## src/rtl/ble_link_state_tracker_macros.svh

```systemverilog
// Assertion macros used by the link state tracker FSM module
`ifndef BLE_LINK_STATE_TRACKER_MACROS_SVH
`define BLE_LINK_STATE_TRACKER_MACROS_SVH

// Check a property on every rising clock edge outside reset.
`define BLETRK_ASSERT(label, prop, msg) \
  label: assert property (@(posedge clk_i) disable iff (!rst_ni) (prop)) \
    else $error(msg);

// Same-cycle implication.
`define BLETRK_ASSERT_IMP(label, ante, cons, msg) \
  `BLETRK_ASSERT(label, (ante) |-> (cons), msg)

// Next-cycle implication.
`define BLETRK_ASSERT_NEXT(label, ante, cons, msg) \
  `BLETRK_ASSERT(label, (ante) |=> (cons), msg)

`endif

```

## src/rtl/bletrk_pkg.sv

```systemverilog
// Shared types and codes of the BLE link state tracker
package bletrk_pkg;

  localparam logic OP_BYTE = 1'b0;
  localparam logic OP_STEP = 1'b1;

  localparam logic [1:0] MODE_NONE    = 2'd0;
  localparam logic [1:0] MODE_PERIPH  = 2'd1;
  localparam logic [1:0] MODE_CENTRAL = 2'd2;

  // Bit positions in the token found vector
  localparam int unsigned FOUND_BLE     = 0;
  localparam int unsigned FOUND_DISCONN = 1;
  localparam int unsigned FOUND_CONN    = 2;

  typedef enum logic [1:0] {
    STOP_NONE = 2'd0,
    STOP_ADV  = 2'd1,
    STOP_SCAN = 2'd2
  } stop_e;

  typedef enum logic [2:0] {
    CMD_NONE         = 3'd0,
    CMD_INIT_PERIPH  = 3'd1,
    CMD_INIT_CENTRAL = 3'd2,
    CMD_ADV_START    = 3'd3,
    CMD_SCAN_START   = 3'd4
  } cmd_e;

  typedef struct packed {
    logic       op;
    logic [7:0] urc_byte;
    logic       line_end;
    logic       cmd_ok;
  } item_t;

  typedef struct packed {
    logic [3:0] link_state;
    logic       step_error;
    stop_e      stop_command;
    cmd_e       command;
  } result_t;

endpackage

```

## src/rtl/bletrk_in_reg.sv

```systemverilog
// Input register stage of the link state tracker
module bletrk_in_reg (
  input  logic            clk_i,
  input  logic            rst_ni,
  input  logic            valid_i,
  output logic            ready_o,
  input  bletrk_pkg::item_t item_i,
  output logic            valid_o,
  input  logic            advance_i,
  output bletrk_pkg::item_t item_o
);
  import bletrk_pkg::*;

  logic  valid_q;
  item_t item_q;

  // Take a new item when empty or when the held one moves on
  assign ready_o = !valid_q || advance_i;
  assign valid_o = valid_q;
  assign item_o  = item_q;

  always_ff @(posedge clk_i or negedge rst_ni) begin
    if (!rst_ni) begin
      valid_q <= 1'b0;
    end else if (ready_o) begin
      valid_q <= valid_i;
    end
  end

  always_ff @(posedge clk_i) begin
    if (valid_i && ready_o) begin
      item_q <= item_i;
    end
  end

endmodule

```

## src/rtl/bletrk_match.sv

```systemverilog
// Case-insensitive substring matchers for BLE, DISCONN and CONN
module bletrk_match (
  input  logic       clk_i,
  input  logic       rst_ni,
  input  logic       en_i,
  input  logic [7:0] ch_i,
  input  logic       line_end_i,
  output logic [2:0] found_o
);
  import bletrk_pkg::*;

  localparam logic [7:0] TOK_BLE [3] = '{"B", "L", "E"};
  localparam logic [7:0] TOK_DISC [7] = '{"D", "I", "S", "C", "O", "N", "N"};
  localparam logic [7:0] TOK_CONN [4] = '{"C", "O", "N", "N"};

  logic [1:0] ble_prog_q, ble_prog_d;
  logic [2:0] disc_prog_q, disc_prog_d;
  logic [1:0] conn_prog_q, conn_prog_d;
  logic [2:0] found_q, found_d;
  logic       ble_found_d, disc_found_d, conn_found_d;
  logic [7:0] ch_up;

  // Fold ASCII lower case letters only
  assign ch_up = (ch_i inside {["a":"z"]}) ? (ch_i - 8'd32) : ch_i;

  always_comb begin
    logic [1:0] p;
    ble_prog_d  = ble_prog_q;
    ble_found_d = found_q[FOUND_BLE];
    p = (ble_prog_q >= 2'd3) ? 2'd0 : ble_prog_q;
    if (!found_q[FOUND_BLE]) begin
      if (ch_up == TOK_BLE[p]) begin
        if (p == 2'd2) begin
          ble_found_d = 1'b1;
          ble_prog_d  = 2'd0;
        end else begin
          ble_prog_d = p + 2'd1;
        end
      end else begin
        ble_prog_d = (ch_up == TOK_BLE[0]) ? 2'd1 : 2'd0;
      end
    end
  end

  always_comb begin
    logic [2:0] p;
    disc_prog_d  = disc_prog_q;
    disc_found_d = found_q[FOUND_DISCONN];
    p = (disc_prog_q >= 3'd7) ? 3'd0 : disc_prog_q;
    if (!found_q[FOUND_DISCONN]) begin
      if (ch_up == TOK_DISC[p]) begin
        if (p == 3'd6) begin
          disc_found_d = 1'b1;
          disc_prog_d  = 3'd0;
        end else begin
          disc_prog_d = p + 3'd1;
        end
      end else begin
        disc_prog_d = (ch_up == TOK_DISC[0]) ? 3'd1 : 3'd0;
      end
    end
  end

  always_comb begin
    conn_prog_d  = conn_prog_q;
    conn_found_d = found_q[FOUND_CONN];
    if (!found_q[FOUND_CONN]) begin
      if (ch_up == TOK_CONN[conn_prog_q]) begin
        if (conn_prog_q == 2'd3) begin
          conn_found_d = 1'b1;
          conn_prog_d  = 2'd0;
        end else begin
          conn_prog_d = conn_prog_q + 2'd1;
        end
      end else begin
        conn_prog_d = (ch_up == TOK_CONN[0]) ? 2'd1 : 2'd0;
      end
    end
  end

  always_comb begin
    found_d                = '0;
    found_d[FOUND_BLE]     = ble_found_d;
    found_d[FOUND_DISCONN] = disc_found_d;
    found_d[FOUND_CONN]    = conn_found_d;
  end

  // The line evaluation sees the matches including this byte
  assign found_o = found_d;

  always_ff @(posedge clk_i or negedge rst_ni) begin
    if (!rst_ni) begin
      ble_prog_q  <= '0;
      disc_prog_q <= '0;
      conn_prog_q <= '0;
      found_q     <= '0;
    end else if (en_i) begin
      if (line_end_i) begin
        ble_prog_q  <= '0;
        disc_prog_q <= '0;
        conn_prog_q <= '0;
        found_q     <= '0;
      end else begin
        ble_prog_q  <= ble_prog_d;
        disc_prog_q <= disc_prog_d;
        conn_prog_q <= conn_prog_d;
        found_q     <= found_d;
      end
    end
  end

endmodule

```

## src/rtl/bletrk_fsm.sv

```systemverilog
// Role and link state machine of the tracker
`include "ble_link_state_tracker_macros.svh"

module bletrk_fsm (
  input  logic                clk_i,
  input  logic                rst_ni,
  input  logic                cfg_we_i,
  input  logic [1:0]          cfg_wdata_i,
  input  logic                en_i,
  input  bletrk_pkg::item_t   item_i,
  input  logic [2:0]          found_i,
  output bletrk_pkg::result_t result_o
);
  import bletrk_pkg::*;

  typedef enum logic [3:0] {
    ST_IDLE   = 4'd0,
    ST_P_INIT = 4'd1,
    ST_P_ADV  = 4'd2,
    ST_P_WAIT = 4'd3,
    ST_P_CONN = 4'd4,
    ST_P_DISC = 4'd5,
    ST_C_INIT = 4'd6,
    ST_C_SCAN = 4'd7,
    ST_C_WAIT = 4'd8,
    ST_C_CONN = 4'd9,
    ST_C_DISC = 4'd10,
    ST_ERROR  = 4'd11
  } state_e;

  state_e     link_state_q, link_state_d;
  logic [1:0] active_mode_q, active_mode_d;
  logic [1:0] work_mode_q;
  stop_e      stop_cmd;
  cmd_e       cmd;
  logic       byte_en, step_en;

  assign byte_en = en_i && (item_i.op == OP_BYTE);
  assign step_en = en_i && (item_i.op == OP_STEP);

  always_comb begin
    state_e s;
    state_e next;
    logic   ok;
    logic   is_init;
    link_state_d  = link_state_q;
    active_mode_d = active_mode_q;
    stop_cmd      = STOP_NONE;
    cmd           = CMD_NONE;
    ok            = item_i.cmd_ok;
    s             = link_state_q;
    next          = link_state_q;
    is_init       = 1'b0;
    if (item_i.op == OP_BYTE) begin
      // Evaluate the line at its last byte; DISCONN wins over CONN
      if (item_i.line_end && found_i[FOUND_BLE]) begin
        if (found_i[FOUND_DISCONN]) begin
          link_state_d = (active_mode_q == MODE_CENTRAL) ? ST_C_DISC : ST_P_DISC;
        end else if (found_i[FOUND_CONN]) begin
          link_state_d = (active_mode_q == MODE_CENTRAL) ? ST_C_CONN : ST_P_CONN;
        end
      end
    end else begin
      // Role change: stop the old role and restart from the new role's init, or idle for no role
      if (active_mode_q != work_mode_q) begin
        if (active_mode_q == MODE_PERIPH) begin
          stop_cmd = STOP_ADV;
        end else if (active_mode_q == MODE_CENTRAL) begin
          stop_cmd = STOP_SCAN;
        end
        active_mode_d = work_mode_q;
        if (work_mode_q == MODE_PERIPH) begin
          s = ST_P_INIT;
        end else if (work_mode_q == MODE_CENTRAL) begin
          s = ST_C_INIT;
        end else begin
          s = ST_IDLE;
        end
      end
      is_init = s inside {ST_P_INIT, ST_C_INIT};
      case (s)
        ST_P_DISC: link_state_d = ST_P_ADV;
        ST_C_DISC: link_state_d = ST_C_SCAN;
        ST_P_INIT, ST_C_INIT, ST_P_ADV, ST_C_SCAN: begin
          // The command follows the active role, not the state branch
          if (active_mode_d == MODE_PERIPH) begin
            cmd = is_init ? CMD_INIT_PERIPH : CMD_ADV_START;
          end else if (active_mode_d == MODE_CENTRAL) begin
            cmd = is_init ? CMD_INIT_CENTRAL : CMD_SCAN_START;
          end
          if (cmd == CMD_NONE) begin
            ok = 1'b1;
          end
          case (s)
            ST_P_INIT: next = ST_P_ADV;
            ST_P_ADV:  next = ST_P_WAIT;
            ST_C_INIT: next = ST_C_SCAN;
            default:   next = ST_C_WAIT;
          endcase
          link_state_d = ok ? next : ST_ERROR;
        end
        default: link_state_d = s;
      endcase
    end
  end

  assign result_o.link_state   = link_state_d;
  assign result_o.step_error   = (link_state_d >= ST_ERROR);
  assign result_o.stop_command = stop_cmd;
  assign result_o.command      = cmd;

  always_ff @(posedge clk_i or negedge rst_ni) begin
    if (!rst_ni) begin
      link_state_q  <= ST_IDLE;
      active_mode_q <= MODE_NONE;
      work_mode_q   <= MODE_NONE;
    end else begin
      if (cfg_we_i) begin
        work_mode_q <= cfg_wdata_i;
      end
      if (en_i) begin
        link_state_q  <= link_state_d;
        active_mode_q <= active_mode_d;
      end
    end
  end

  `BLETRK_ASSERT_IMP(a_stop_on_change, step_en && (stop_cmd != STOP_NONE),
    active_mode_q != work_mode_q, "stop command without a role change")
  `BLETRK_ASSERT_NEXT(a_role_follows, step_en,
    active_mode_q == $past(work_mode_q), "active role differs after a step")
  `BLETRK_ASSERT_IMP(a_conn_by_line,
    (link_state_q == ST_P_CONN) && ($past(link_state_q) != ST_P_CONN),
    $past(byte_en && item_i.line_end), "connected state entered outside a line end")

endmodule

```

## src/rtl/bletrk_out_reg.sv

```systemverilog
// Result register stage of the link state tracker
module bletrk_out_reg (
  input  logic                clk_i,
  input  logic                rst_ni,
  input  logic                valid_i,
  output logic                ready_o,
  input  bletrk_pkg::result_t result_i,
  output logic                valid_o,
  input  logic                ready_i,
  output bletrk_pkg::result_t result_o
);
  import bletrk_pkg::*;

  logic    valid_q;
  result_t result_q;

  // Hold a result until taken; refill in the same cycle it leaves
  assign ready_o  = !valid_q || ready_i;
  assign valid_o  = valid_q;
  assign result_o = result_q;

  always_ff @(posedge clk_i or negedge rst_ni) begin
    if (!rst_ni) begin
      valid_q <= 1'b0;
    end else if (ready_o) begin
      valid_q <= valid_i;
    end
  end

  always_ff @(posedge clk_i) begin
    if (valid_i && ready_o) begin
      result_q <= result_i;
    end
  end

endmodule

```

## src/rtl/ble_link_state_tracker.sv

```systemverilog
// Top level of the BLE link state tracker
// An accepted item waits in the input register, then its result passes the
// state update logic into the result register and goes out on m_axis.
// One item per cycle while results are taken; each gives exactly one result.
// Ready falls only when the result register is held.
// Reset (rst_ni low, asynchronous): state idle, role none, matchers cleared.
module ble_link_state_tracker (
  input  logic        clk_i,
  input  logic        rst_ni,
  // Configuration: work_mode register
  input  logic        cfg_we_i,
  input  logic [1:0]  cfg_wdata_i,
  // Input items
  input  logic        s_axis_tvalid_i,
  output logic        s_axis_tready_o,
  input  logic [15:0] s_axis_tdata_i,  // [7:0] urc_byte, [8] cmd_ok, [15:9] zero
  input  logic        s_axis_tlast_i,  // line_end
  input  logic        s_axis_tuser_i,  // [0] op
  // Result items
  output logic        m_axis_tvalid_o,
  input  logic        m_axis_tready_i,
  // [3:0] link_state, [4] step_error, [6:5] stop_command, [9:7] command,
  // [15:10] zero
  output logic [15:0] m_axis_tdata_o
);
  import bletrk_pkg::*;

  item_t   in_item, cur_item;
  result_t step_result, out_result;
  logic    cur_valid, out_ready, step_en;
  logic [2:0] found;

  // Unpack the input item
  assign in_item.op       = s_axis_tuser_i;
  assign in_item.urc_byte = s_axis_tdata_i[7:0];
  assign in_item.line_end = s_axis_tlast_i;
  assign in_item.cmd_ok   = s_axis_tdata_i[8];

  bletrk_in_reg u_in_reg (
    .clk_i     (clk_i),
    .rst_ni    (rst_ni),
    .valid_i   (s_axis_tvalid_i),
    .ready_o   (s_axis_tready_o),
    .item_i    (in_item),
    .valid_o   (cur_valid),
    .advance_i (out_ready),
    .item_o    (cur_item)
  );

  // The held item is processed in the cycle it moves into the result register
  assign step_en = cur_valid && out_ready;

  bletrk_match u_match (
    .clk_i      (clk_i),
    .rst_ni     (rst_ni),
    .en_i       (step_en && (cur_item.op == OP_BYTE)),
    .ch_i       (cur_item.urc_byte),
    .line_end_i (cur_item.line_end),
    .found_o    (found)
  );

  bletrk_fsm u_fsm (
    .clk_i       (clk_i),
    .rst_ni      (rst_ni),
    .cfg_we_i    (cfg_we_i),
    .cfg_wdata_i (cfg_wdata_i),
    .en_i        (step_en),
    .item_i      (cur_item),
    .found_i     (found),
    .result_o    (step_result)
  );

  bletrk_out_reg u_out_reg (
    .clk_i    (clk_i),
    .rst_ni   (rst_ni),
    .valid_i  (cur_valid),
    .ready_o  (out_ready),
    .result_i (step_result),
    .valid_o  (m_axis_tvalid_o),
    .ready_i  (m_axis_tready_i),
    .result_o (out_result)
  );

  // Pack the result item, first field in the low bits
  assign m_axis_tdata_o = {6'd0, out_result.command, out_result.stop_command,
                           out_result.step_error, out_result.link_state};

endmodule
```

## config.mk

```make
export PLATFORM = sky130hd
export DESIGN_NAME = ble_link_state_tracker
export DESIGN_NICKNAME = d
export VERILOG_FILES = /design/src/rtl/bletrk_pkg.sv /design/src/rtl/bletrk_in_reg.sv /design/src/rtl/bletrk_match.sv /design/src/rtl/bletrk_fsm.sv /design/src/rtl/bletrk_out_reg.sv /design/src/rtl/ble_link_state_tracker.sv
export VERILOG_INCLUDE_DIRS = /design/src /design/src/rtl
export SDC_FILE = /design/constraint.sdc
export NUM_CORES = 1
export LEC_CHECK = 0
export CELL_PAD_IN_SITES_DETAIL_PLACEMENT = 1
export CELL_PAD_IN_SITES_GLOBAL_PLACEMENT = 2
export CORE_MARGIN = 3
export CORE_UTILIZATION = 36
export DETAILED_ROUTE_END_ITERATION = 6
export DONT_BUFFER_PORTS = 1
export PLACE_DENSITY_LB_ADDON = 0.12
export SLEW_MARGIN = 15
export SYNTH_ARGS = -nofsm -noshare
export SYNTH_HDL_FRONTEND = slang
export SYNTH_SLANG_ARGS = --single-unit
```

## constraint.sdc

```tcl
create_clock -name clk_i -period 2.5 [get_ports clk_i]
set_input_delay 0.25 -clock clk_i [delete_from_list [all_inputs] [get_ports clk_i]]
set_output_delay 0.25 -clock clk_i [all_outputs]
set_load 0.01 [all_outputs]
```

Yosys cells after proc, flatten, opt, wreduce, memory -nomap -nowiden
Memories as Yosys holds them, arrays and structs flattened.
Cells that the tools add are included.
- reduce and logical (&&, ||, !) cells: 19
- mux-type cells: 62
- $lt $le $gt $ge: 8
- add/subtract/negate cells: 4
- bitwise gates (word level): 5
- eq/ne operators: 25
- operators by type and width (operator ; count):
    8-bit two-way mux ; 7
    4-bit two-way mux ; 10
    3-bit two-way mux ; 12
    8-bit binary-select mux with 2-bit select ; 2
    2-bit two-way mux ; 13
    8-bit by 7-bit equality test with 1-bit output, second input constant ; 3
    8-bit equality test ; 3
    4-bit case mux with 3 select lines ; 2
    1-bit two-way mux ; 16
    4-bit by 3-bit equality test with 1-bit output, second input constant ; 3
    2-bit AND reduction ; 6
    2-bit equality test, second input constant ; 5
    3-bit >= comparator, second input constant ; 3
    4-bit >= comparator, second input constant ; 2
    8-bit by 7-bit >= comparator with 1-bit output, second input constant ; 1
    8-bit by 7-bit less-or-equal comparator with 1-bit output, second input constant ; 1
    8-bit by 6-bit subtractor with 8-bit output, second input constant ; 1
    2-bit by 1-bit equality test with 1-bit output, second input constant ; 3
    2-bit inequality test, second input constant ; 3
    2-bit NOT with 3-bit output ; 2
    1-bit logical AND ; 5
    2-bit by 1-bit adder with 2-bit output, second input constant ; 2
    4-bit by 1-bit equality test with 1-bit output, second input constant ; 1
    4-bit by 2-bit equality test with 1-bit output, second input constant ; 1
    other kinds (13) ; 16
- ROM bits: 64
- register bits after elaboration: 41
- memories kept: 1
- input port bits: 25
- logic and storage cells: 142
- output and inout port bits: 18
- memory list (name ; depth ; width ; read ports ; clocked after memory_dff ; write ports ; RTL line ; RTL):
    (no name shown) ; 8 ; 8 ; 1 ; 0 ; 0 ; bletrk_match.sv:51 ; if (ch_up == TOK_DISC[p]) begin

Logic depth before layout (Yosys ltp)
- depth in word-level cells: 20
- depth in mapped cells: 10
- depth with buffers taken out: 10

Modules after synthesis
A second synthesis with hierarchy kept.
- cell total of the unflattened synthesis: 294
- area total of the unflattened synthesis: 2732.6 sq um
- by module, submodules not included (module ; area each (sq um) ; seq. area each (sq um) ; times used ; cells each):
    bletrk_match ; 1004.7 ; 250.2 ; 1 ; 131
    bletrk_fsm ; 925.9 ; 200.2 ; 1 ; 125
    bletrk_in_reg ; 384.1 ; 355.3 ; 1 ; 15
    bletrk_out_reg ; 354.1 ; 325.3 ; 1 ; 14
    ble_link_state_tracker ; 63.8 ; 0.0 ; 1 ; 9

Worst setup path after synthesis
OpenSTA, ideal clock, no wires.
- path kind: register -> register
- start point: reg u_match.ble_prog_q[0]
- end point: reg u_out_reg.result_q, in the netlist u_out_reg.result_o[5], data pin
- clock period less this slack: 2.530 ns
- arrival: 2.265 ns
- slack: -0.030 ns
- buffers on the path: 0
- cell stages (with the launch flop): 11
- setup time: 0.265 ns
- required time: 2.235 ns
- path through: dfrtp_1 -> inv_1 -> ha_1 -> or3b_4 -> a2111oi_4 -> a22oi_2 -> clkinv_2 -> o31a_2 -> mux2i_1 -> o21ai_2 -> a21boi_1
- RTL lines (item ; RTL line ; RTL):
    start: declaration ; bletrk_match.sv:16 ; logic [1:0] ble_prog_q, ble_prog_d;
    start signal: assignment ; bletrk_match.sv:104 ; ble_prog_q <= ble_prog_d;
    end signal: assignment ; bletrk_out_reg.sv:32 ; result_q <= result_i;
    end: declaration ; bletrk_out_reg.sv:15 ; result_t result_q;

==> metrics.md <==
| Metric | Value |
|---|---|
| Outcome | finished, violations left |
| Violated checks | setup timing |
| CP Class | register to register |
| Largest net degree at the start of global routing | 21 |
| Row cnt | 31 |
| Clock Power Share | 26.0% |
| Top cells by area, synth | edfxtp_1, dfrtp_1, nand2_1 |
| WP data required | 2.54 ns |
| Post-synthesis cell area | 0.00271 mm^2 |
| Switch share | 30.8% |
| Pwr Density | 617 mW/mm^2 |
| Yosys cell types | 68 |
| Slowest cell delay on critical path | about 0.41 ns |
| Setup TNS Final | -0.0381 ns |
| Worst Hold Class | input pin to register |
| Syn-to-layout area delta | 20.9% |
| Switching pwr | 0.000623 W |
| Initial antenna violation count | 0 |
| Worst hold path depth | 0 |
| Sequential Area | 0.00113 mm^2 |
| Multi-input gate area | 0.00145 mm^2 |
| Worst-path fanout max | 4 |
| Critical path capture point type | register |
| Seq pwr share | 43.5% |
| Slowest library cell on the worst path | edfxtp_1 |
| Seq/Total Area, Yosys | 41.7% |
| Fin cells | 422 |
| VDD IR max | 0.342 mV |
| R2r endpoint | u_out_reg.result_o[5] |
| Dpl hpwl | approximately 5200 um |
| Final setup fails | 3 |
| Post-synth EDFFs | 21 |
| Commonest cells post-synth | nand2_1, edfxtp_1, dfrtp_1 |
| Relative slew margins | 34.8% |
| Achievable clock frequency | 397 MHz |
| Final hold viol count | 0 |
| Total track usage | 16.5% |
| CTS buffer count | 5 |
| Leak | 1.38 nW |
| Drt first-iter violations | 73 |
| Prevailing post-synth register cell | edfxtp_1 |
| Syn Inst Count | 279 |
| Number of global-route vias before repair | 2327 |
| DRT Wirelength | 6730 um |
| Setup WS pre-CTS | -0.110 ns |
| Number of nets in the layout | ~350 |
| Total placed cells including tap cells | 404 |
| Asr flop ratio synth | 48.8% |
| DRC | 0 |
| Final Cycle Share | 101% |
| Crit. path cell count | 10 |
| CP Cell Sequence | inv_2, ha_4, o21a_1, a2111o_1, nor3_2, o211a_4, o31a_4, mux2i_1, o21ai_2, a21boi_1 |
| R2R Setup Slk | -0.02 ns |
| Synth top area share | 23.2% |
| I/O Buffers | 0 |
| Clock Skews | 0.00962 ns |
| CTS Sinks | 41 |
| Initial Util | 37.2% |
| Htree depth | 2 |
| Syn avg cell area | 9.72 um^2 |
| Fin. max-slew vios | 0 |
| Startpoint class of the critical path | register |
| Worst-case reg-to-reg path depth | 10 |
| Final min period | 2.52 ns |
| Tot Pwr | 0.00202 W |
| I/O pins | 43 |
| Most frequent cell after synthesis | nand2_1 |
| CTS tree | yes |
| Share of cells above drive strength 1 | 28.8% |
| Int Power | 0.00140 W |
| Worst-margin pin slew | 0.975 ns |
| Longest Clk Path Bufs | 2 |
| Worst Setup SP | u_in_reg.item_o[8] |
| RR Startpoint | u_in_reg.item_o[8] |
| YS warnings | 0 |
| CP Buf/Inv Count | 1 |
| CORE AREA | 0.00729 mm^2 |
| Ant. Diodes | 0 |
| Fill cells | 853 |
| Placer Congestion | 0.752 |
| Die footprint | 0.00861 mm^2 |
| Global-route wire length before repair | 11400 um |
| Wire per inst | 15.9 um |
| Comb pwr share | 30.5% |
| DR vias | between 2000 and 2500 |
| Root Driver | clkbuf_8 |
| DIE HEIGHT | 92.8 um |
| Vias per cell | 5.21 |
| Post-layout worst setup margin | -0.0168 ns |
| Die Width | around 93 um |
| Number of max-cap violations | 0 |
| Unrepaired setup endpoints after global routing | true |
| Synth area leader | edfxtp_1 |
| Synth Register Bits | 41 |
| First-pass DRT Iterations | 4 |
| Gr ovfl total | 0 |
| Clk_lat worst skew | between 0.2 and 0.3 ns |
| Post-route ant nets | 0 |
| CP top delay family | compound AO/OA/AOI/OAI gates |
| CP endpoint | u_out_reg.result_o[5] |
| Crit path arrival time | 2.55 ns |
| Clk slew on worst S/H paths | 0.08 ns |
| Hold WS | 0.0486 ns |
[worst min-delay path by stage]
stage,startpoint,to,slack [ns]
floorplan,rst_ni,u_fsm.active_mode_q[0],-0.05
global placement,rst_ni,u_match.ble_prog_q[1],-0.05
detailed placement,rst_ni,u_match.ble_prog_q[1],-0.04
CTS,s_axis_tuser_i,u_in_reg.item_o[10],0.04
global route,s_axis_tdata_i[8],u_in_reg.item_o[0],0.03
finish,s_axis_tdata_i[8],u_in_reg.item_o[0],0.05
[worst register-to-register path, stage by stage (launching register included)]
cell and delay (ns):
edfxtp_1 0.41, inv_2 0.10, ha_4 0.19, o21a_1 0.20
a2111o_1 0.34, nor3_2 0.19, o211a_4 0.23, o31a_4 0.16
mux2i_1 0.21, o21ai_2 0.08, a21boi_1 0.14
[registers in the layout, summed over array words and instances, names as in the netlist]
name                 flops
u_fsm.active_mode_q      2
u_fsm.link_state_q       4
u_fsm.work_mode_q        2
u_in_reg.item_o         11
u_in_reg.valid_o         1
u_match.ble_prog_q       2
u_match.conn_prog_q      2
u_match.disc_prog_q      3
u_match.found_q          3
u_out_reg.result_o      10
u_out_reg.valid_o        1
[what timing repair did]
action | in CTS | in global routing
buffers inserted | 3 | 6
hold endpoints to repair | 20 | 0
hold buffers | 1 | 0
pin swaps | 5 | 2
resized for setup | 7 | 8
endpoints found under the setup margin | 8 | 9
[layout by cell type, fill, tap and decap left out, types with 5 or more instances in the layout]
master    instances
a21oi_1          13
buf_4            51
clkbuf_8          5
conb_1            6
dfrtp_1          18
edfxtp_1         21
inv_1            14
nand2_1          28
nand2b_1         10
nand3_1           5
nor2_1           14
nor3_1            8
nor3_2            5
o21ai_0          11
o22ai_1           5
[per-stage QoR]
stage,area (um^2),utilization [%]
after global routing,3280,45.0
after global placement,3040,41.7
after detailed placement,3040,41.7
after floorplan,2740,-
after CTS,3220,44.1
final,3280,45.0
[metal layers]
layer / routed length [um] / GRT usage (%) / vias up / share of wire, %
met4: 29 / 3.30 / 0 / 0.43
met1: 3380 / 23.3 / 1065 / 50
met2: 3150 / 26.7 / 43 / 47
met5: 0 / 0 / - / 0
met3: 170 / 2.84 / 2 / 2.5
li1: - / - / 1088 / -
[area by class of cell]
class / count / share of cell area (%)
inverters: 19 / 2.21
multi-input cells: 203 / 44.1
flip-flops and latches: 41 / 34.6
repair buffers: 52 / 12.0
well taps: 99 / 3.78
clock inverters: 2 / 1.18
clock buffers: 6 / 2.21
[cells by family after synthesis]
group	share of synthesized area, %
AO/OA/AOI/OAI	21.8
XOR/XNOR	1.94
AND/OR/NAND/NOR	20.3
buffers and inverters	7.79
multiplexers	3.55
adder cells (fa/ha/maj)	2.77
other	0.138
flip-flops	41.7
[power groups by stage]
| stage | sequential [W] | combinational [W] | clock [W] |
|---|---|---|---|
| after floorplan | 0.000861 | 0.000411 | 0 |
| after global placement | 0.000894 | 0.000544 | 0 |
| after detailed placement | 0.000898 | 0.000557 | 0 |
| after CTS | 0.000885 | 0.000573 | 0.000542 |
| after global routing | 0.000894 | 0.000686 | 0.000573 |
| final | 0.000881 | 0.000617 | 0.000526 |
Power figures use the tool's default switching activity.
